$ cat src/hw/rtl/pdm_pkg.sv
package pdm_pkg;

  localparam int MAX_SAMPLES = 256;
  localparam int SAMPLE_W    = 32;
  localparam int SPREAD_W    = SAMPLE_W + 1;
  localparam int IDX_W       = $clog2(MAX_SAMPLES);
  localparam int CNT_W       = $clog2(MAX_SAMPLES + 1);
  localparam int NP_W        = $clog2(MAX_SAMPLES * (MAX_SAMPLES - 1) / 2 + 1);
  localparam int GRD_W       = NP_W + 4;
  localparam int FIFO_DEPTH  = 4;
  localparam int FIFO_AW     = $clog2(FIFO_DEPTH);

  typedef struct packed {
    logic                last;
    logic [SAMPLE_W-1:0] sample;
  } pdm_item_t;

  typedef struct packed {
    logic      valid;
    pdm_item_t item;
  } pdm_head_t;

endpackage

$ cat src/hw/rtl/pdm_front.sv
module pdm_front (
  input  logic                          clk_i,
  input  logic                          rst_ni,
  input  logic                          start_i,
  output logic                          busy_o,
  input  logic [pdm_pkg::SAMPLE_W-1:0]  sample_i,
  input  logic                          last_sample_i,
  output pdm_pkg::pdm_head_t            head_o,
  input  logic                          pop_i
);

  pdm_pkg::pdm_item_t             fifo_q [pdm_pkg::FIFO_DEPTH];
  logic [pdm_pkg::FIFO_AW-1:0]    wr_ptr_q, rd_ptr_q;
  logic [pdm_pkg::FIFO_AW:0]      fill_q;
  logic                           push, pop;

  assign busy_o = (fill_q == (pdm_pkg::FIFO_AW + 1)'(pdm_pkg::FIFO_DEPTH));
  assign push   = start_i & ~busy_o;
  assign pop    = pop_i & (fill_q != '0);

  assign head_o.valid = (fill_q != '0);
  assign head_o.item  = fifo_q[rd_ptr_q];

  always_ff @(posedge clk_i) begin
    if (push) begin
      fifo_q[wr_ptr_q] <= '{last: last_sample_i, sample: sample_i};
    end
  end

  always_ff @(posedge clk_i or negedge rst_ni) begin
    if (!rst_ni) begin
      wr_ptr_q <= '0;
      rd_ptr_q <= '0;
      fill_q   <= '0;
    end else begin
      if (push) begin
        wr_ptr_q <= wr_ptr_q + 1'b1;
      end
      if (pop) begin
        rd_ptr_q <= rd_ptr_q + 1'b1;
      end
      case ({push, pop})
        2'b10:   fill_q <= fill_q + 1'b1;
        2'b01:   fill_q <= fill_q - 1'b1;
        default: fill_q <= fill_q;
      endcase
    end
  end

endmodule

$ cat config.mk
export PLATFORM = sky130hd
export DESIGN_NAME = pdm_front
export DESIGN_NICKNAME = d
export VERILOG_FILES = /design/src/hw/rtl/pdm_pkg.sv /design/src/hw/rtl/pdm_front.sv
export SDC_FILE = /design/constraint.sdc
export NUM_CORES = 1
export LEC_CHECK = 0
export CORE_MARGIN = 1
export CORE_UTILIZATION = 51
export DETAILED_ROUTE_END_ITERATION = 10
export DONT_BUFFER_PORTS = 1
export GPL_TIMING_DRIVEN = 0
export PLACE_DENSITY = 0.64
export SYNTH_ARGS = -nofsm -noshare
export SYNTH_HDL_FRONTEND = slang
export SYNTH_SLANG_ARGS = --single-unit
export TNS_END_PERCENT = 1
$ cat constraint.sdc
create_clock -name clk_i -period 2.8 [get_ports clk_i]
set_input_delay 0.42 -clock clk_i [delete_from_list [all_inputs] [get_ports clk_i]]
set_output_delay 0.42 -clock clk_i [all_outputs]
set_load 0.01 [all_outputs]
==> results.yml, run 1 <==
status:
  status: "completed"
min_path:
  hold_path_depth: 2
  hold_path.class: "input port to register"
critical_path:
  worstSetupStartpoint: "rd_ptr_q[0]$_DFFE_PN0P_"
  crit_end: "head_o[10]"
  critPathSlowestCell: "mux4_2"
  rr_worst_depth: 9
  crit_type: "register to primary output"
  cp_slowest_stage_delay_ps: 560
  cp_cell_sequence: "buf_6, buf_12, mux4_2"
  crit_path_end_kind: "primary output"
  r2r_end: "fill_q[2]$_DFFE_PN0P_"
  critPathMaxFanout: 10
  cp-start-kind: "register"
  worstPathRequired_ps: 2380
  ff2ff_setup_slack_ps: 680
  crit_arrival_ps: 1740
  rr_startpoint: "fill_q[0]$_DFFE_PN0P_"
clock_network:
  ctsHoldBuffers: 34
  cts_tree: "yes"
  cts_setup_buffers: 0
  clk_pin_slew_ps: 60
  clock_sinks: 139
  numCtsBuffers: 17
  clockBufferDepth: 2
  h-tree-depth: 4
  cts_resized: 0
  insertion_delay_ps: 510
  cts_root_buf: "clkbuf_8"
routing:
  drt_first_iter_violations: 91
  vias: 2207
  wl_um: 8330
  firstDrtPassIters: 5
  detail_route.wl_per_cell_um: 20.4
  ant_nets: 0
  via_per_inst: 5.40
  drc: 0
pwr:
  power_density_mw_per_mm2: 1080
  vdd_drop_max_mv: 0.610
  leakagePower_nw: 2.14
global_routing:
  grt_max_degree: 34
  antenna_found_initial: 0
  grt_remaining_overflow: 0
  grtUsageTotal: 0.173
  grt_pass1_vias: 2416
  grt_pass1_wl_um: 12600
logic_synthesis:
  ys_warn_count: 0
  avgSynthCellArea_um2: 25.0
  syn_nets: 253
  synth_seq_cells: 139
  syn_area_mm2: 0.00524
  seq_area_frac_synth: 0.790
  syn_inst: 210
  yosys.cell_types.count: 21
sta:
  skew_ps: 6.52
  slew_headroom: 0.384
  tightest_slew_ps: 923
  slew_viol_final: 0
  fin_tns_setup_ps: 0
  finalSetupViolCount: 0
  whs_ps: 208
  finalHoldViolations: 0
  grt_setup_unrepaired: "false"
  fmax_mhz: 462
  finalCriticalPeriod_ps: 2160
  period_share: 0.773
job:
  maxCapViolCount: 0
placement:
  hpwl_um: 5000
  portBuffers: 0
  place_congestion: 0.704
finish:
  layout-drive-gt1-share: 0.257
  antenna_cells: 0
  final_cell_mix: "edfxtp_1, dlygate4sd3_1, mux4_2, clkbuf_16, dfrtp_1"
  final_common_cell: "edfxtp_1"
  syn_to_final_growth_pct: 21.6
  final_nets: 306
die:
  rows: 36
  floorplan.die_area_mm2: 0.0107
  die_h_um: 103
  ios: 72
  start_util: 0.531
  core_mm2: 0.00986
  die_w_um: 103
[stage by stage]
step | total power [mW] | util | worst slack, ps | std cells | instance area (µm²)
after global routing | 7.21 | 0.646 | 494 | 409 | 6370
final | 6.91 | 0.646 | 636 | 409 | 6370
after detailed placement | 4.65 | 0.549 | 665 | 343 | 5410
after floorplan | 4.27 | - | 760 | 210 | 5240
after CTS | 7.00 | 0.646 | 592 | 409 | 6370
after global placement | 4.56 | 0.548 | 204 | 343 | 5410
[cell type report]
cell class / instances / area [µm²]
Tap cell: 133 / 166
Fill cell: 635 / 3490
Sequential cell: 139 / 4140
Buffer: 8 / 91.3
Clock inverter: 15 / 204
Multi-Input combinational cell: 57 / 992
Clock buffer: 17 / 414
Inverter: 6 / 22.5
Timing Repair Buffer: 34 / 340
[cell usage after synthesis]
library cell / n / area (µm²)
fa_1: 1 / 20.0
buf_2: 4 / 20.0
mux2_2: 1 / 11.3
nor2_1: 1 / 3.75
buf_6: 1 / 11.3
mux2i_1: 1 / 10.0
inv_1: 6 / 22.5
xor2_1: 3 / 26.3
nor2b_2: 1 / 8.76
o31a_1: 1 / 8.76
buf_12: 3 / 60.1
nor3b_2: 1 / 12.5
mux4_2: 28 / 631
dfrtp_1: 7 / 175
xnor2_1: 3 / 26.3
and2_1: 4 / 25.0
or3_1: 1 / 6.26
mux4_1: 5 / 131
edfxtp_1: 132 / 3960
ha_1: 5 / 62.6
nand2_1: 1 / 3.75
[critical path, delay by kind of cell, from the launching register on]
kind	cells	cell delay, ps
buf+inv	2	330
mux	1	560
flops	1	340
[report_power, final]
part | total, mW | internal (mW) | switching (mW) | leakage [nW]
clock network | 2.30 | 1.52 | 0.782 | 0.297
registers | 2.89 | 2.77 | 0.122 | 1.29
logic | 1.72 | 0.769 | 0.948 | 0.556
total | 6.91 | 5.06 | 1.85 | 2.14
[kinds of logic after synthesis]
family                     share of synthesized area
AOI/OAI and AO/OA                            0.00167
xor gates and xnor gates                      0.0100
DFF                                            0.790
adders and majority gates                     0.0158
and+or+nand+nor                               0.0115
buffers and inverters                         0.0217
muxes                                          0.149
[routing by layer]
metal / GRT usage / vias up / routed length (µm)
met3: 0.0578 / 16 / 485
met4: 0.0986 / 0 / 164
met5: 0 / - / 0
li1: - / 988 / -
met1: 0.198 / 1133 / 3210
met2: 0.286 / 70 / 4460
[state kept, by name (all words and copies together), names as in the netlist]
register	flops
fifo_q	132
fill_q	3
rd_ptr_q	2
wr_ptr_q	2
[worst min path at each step]
stage,end,slack (ps),start
2_1_floorplan,fill_q[0]$_DFFE_PN0P_,120,rst_ni
3_3_place_gp,fill_q[1]$_DFFE_PN0P_,120,rst_ni
3_5_place_dp,fill_q[2]$_DFFE_PN0P_,120,rst_ni
4_1_cts,rd_ptr_q[0]$_DFFE_PN0P_,190,pop_i
5_1_grt,rd_ptr_q[0]$_DFFE_PN0P_,210,pop_i
6_report,rd_ptr_q[0]$_DFFE_PN0P_,210,pop_i
No activity file was read; power rests on OpenSTA's default activity.
==> run 2: changes to the inputs <==
- clock period: 2.8 -> 2.1 ns (I/O delays scaled with it)
==> run 2 against run 1 <==
  * Via count grew 1.1%
  * Hold slack got worse by 98 ps
  * Power up 35%
  * Largest cell class unchanged
==> results.yml, run 2 (synthesis gave the netlist of run 1 again) <==
status:
  status: "completed"
global_routing:
  antenna_found_initial: 0
  grt_pass1_wl_um: 12600
  grt_pass1_vias: 2416
  grtUsageTotal: 0.173
  grt_max_degree: 34
  grt_remaining_overflow: 0
finish:
  syn_to_final_growth_pct: 22.8
  nFillCells: 631
  layout-drive-gt1-share: 0.281
  final_nets: 311
  largest_register_ffs: 132
  final_cell_mix: "edfxtp_1, dlygate4sd3_1, mux4_2, clkbuf_16"
  multiInputGateArea_mm2: 0.00101
  ff_latch_area_mm2: 0.00414
  finish.utilization: 0.652
  final_common_cell: "edfxtp_1"
  largest-register: "fifo_q"
  top_regs: "fifo_q x132, fill_q x3"
  antenna_cells: 0
  finish.instance_area_mm2: 0.00643
sta:
  slew_viol_final: 0
  skew_ps: 5.96
  fin_tns_setup_ps: 0
  finalHoldViolations: 0
  fmax_mhz: 485
  tightest_slew_ps: 859
  finalSetupViolCount: 0
  period_share: 0.981
  grt_setup_unrepaired: "true"
  slew_headroom: 0.427
  finalCriticalPeriod_ps: 2060
  fin_ws_ps: 39.8
placement:
  place_area_mm2: 0.00541
  post-place-ws_ps: -35.1
  hpwl_um: 5000
  place_congestion: 0.704
  portBuffers: 0
critical_path:
  worstPathRequired_ps: 1780
  ff2ff_setup_slack_ps: 80
  crit_end: "head_o[10]"
  crit_path_end_kind: "primary output"
  crit_arrival_ps: 1750
  worstSetupStartpoint: "rd_ptr_q[0]$_DFFE_PN0P_"
  r2r_end: "fill_q[2]$_DFFE_PN0P_"
  critPathMaxFanout: 10
  crit_type: "register to primary output"
  cp-start-kind: "register"
  rr_startpoint: "fill_q[0]$_DFFE_PN0P_"
  rr_worst_depth: 9
die:
  start_util: 0.531
  rows: 36
  floorplan.die_area_mm2: 0.0107
  ios: 72
  core_mm2: 0.00986
  die_w_um: 103
  die_h_um: 103
pwr:
  p_seq_frac: 0.414
  combPwrFrac: 0.257
  p_sw_mw: 2.50
  power_density_mw_per_mm2: 1450
  swShare: 0.269
  vdd_drop_max_mv: 0.822
  leakagePower_nw: 2.18
  power_frac_clock: 0.329
  intPower_mw: 6.82
  report.power.total_mw: 9.32
routing:
  via_per_inst: 5.39
  wl_met3_um: 485
  ant_nets: 0
  wl_um: 8400
  wl_met1_um: 3230
  drc: 0
  dr_wl_met2_um: 4500
  drt_first_iter_violations: 100
  vias: 2232
  top_layer: "met4"
  firstDrtPassIters: 4
  detail_route.wl_per_cell_um: 20.3
clock_network:
  clk_pin_slew_ps: 60
  cts_root_buf: "clkbuf_8"
  clock_sinks: 139
  cts_tree: "yes"
  numCtsBuffers: 17
  h-tree-depth: 4
  clockBufferDepth: 2
  insertion_delay_ps: 520
min_path:
  min_from: "pop_i"
  hold_path.class: "input port to register"
job:
  maxCapViolCount: 0
run 2: worst max-delay path, cell delays in order, from the launching register on:
cell     delay (ps)
dfrtp_1         350
buf_8           160
buf_12          160
mux4_2          560
run 2: worst min-delay path by stage:
stage                                          to  cells after the start
after floorplan             fill_q[0]$_DFFE_PN0P_                      0
after global placement      fill_q[1]$_DFFE_PN0P_                      0
after detailed placement    fill_q[2]$_DFFE_PN0P_                      0
after CTS                 rd_ptr_q[0]$_DFFE_PN0P_                      2
after global routing      rd_ptr_q[0]$_DFFE_PN0P_                      2
final                     rd_ptr_q[0]$_DFFE_PN0P_                      2
run 2: repair_timing:
action / 4_1_cts / 5_1_grt
setup endpoints to repair: 70 / 96
pin swaps: 1 / 3
hold buffers: 34 / 0
endpoints found under the hold margin: 139 / 0
resized for setup: 3 / 7
buffers inserted: 0 / 5
run 2: cell type report:
cell class,instances,share of cell area
clock buffers,17,0.0644
flip-flops and latches,139,0.643
plain buffers,8,0.0152
multi-input cells,57,0.157
clock inverters,15,0.0317
repair buffers,39,0.0587
inverters,6,0.00350
well taps,133,0.0259
run 2: power groups by stage:
stage / registers [mW] / clock network, mW / logic (mW)
floorplan: 3.85 / 0 / 1.84
global placement: 3.88 / 0 / 2.21
finish: 3.86 / 3.07 / 2.39
detailed placement: 3.92 / 0 / 2.28
global route: 3.90 / 3.22 / 2.60
CTS: 3.87 / 3.11 / 2.38
run 2: per-layer routing:
metal	track usage	up-vias
met3	0.0578	19
met2	0.286	67
met5	0	-
met1	0.198	1149
met4	0.0986	0
li1	-	997
run 2: per-stage QoR:
stage	hold WS, ps	instances
3_5_place_dp	19.6	343
5_1_grt	116	414
6_report	110	414
4_1_cts	80.7	409
3_3_place_gp	19.7	343
2_1_floorplan	19.4	210
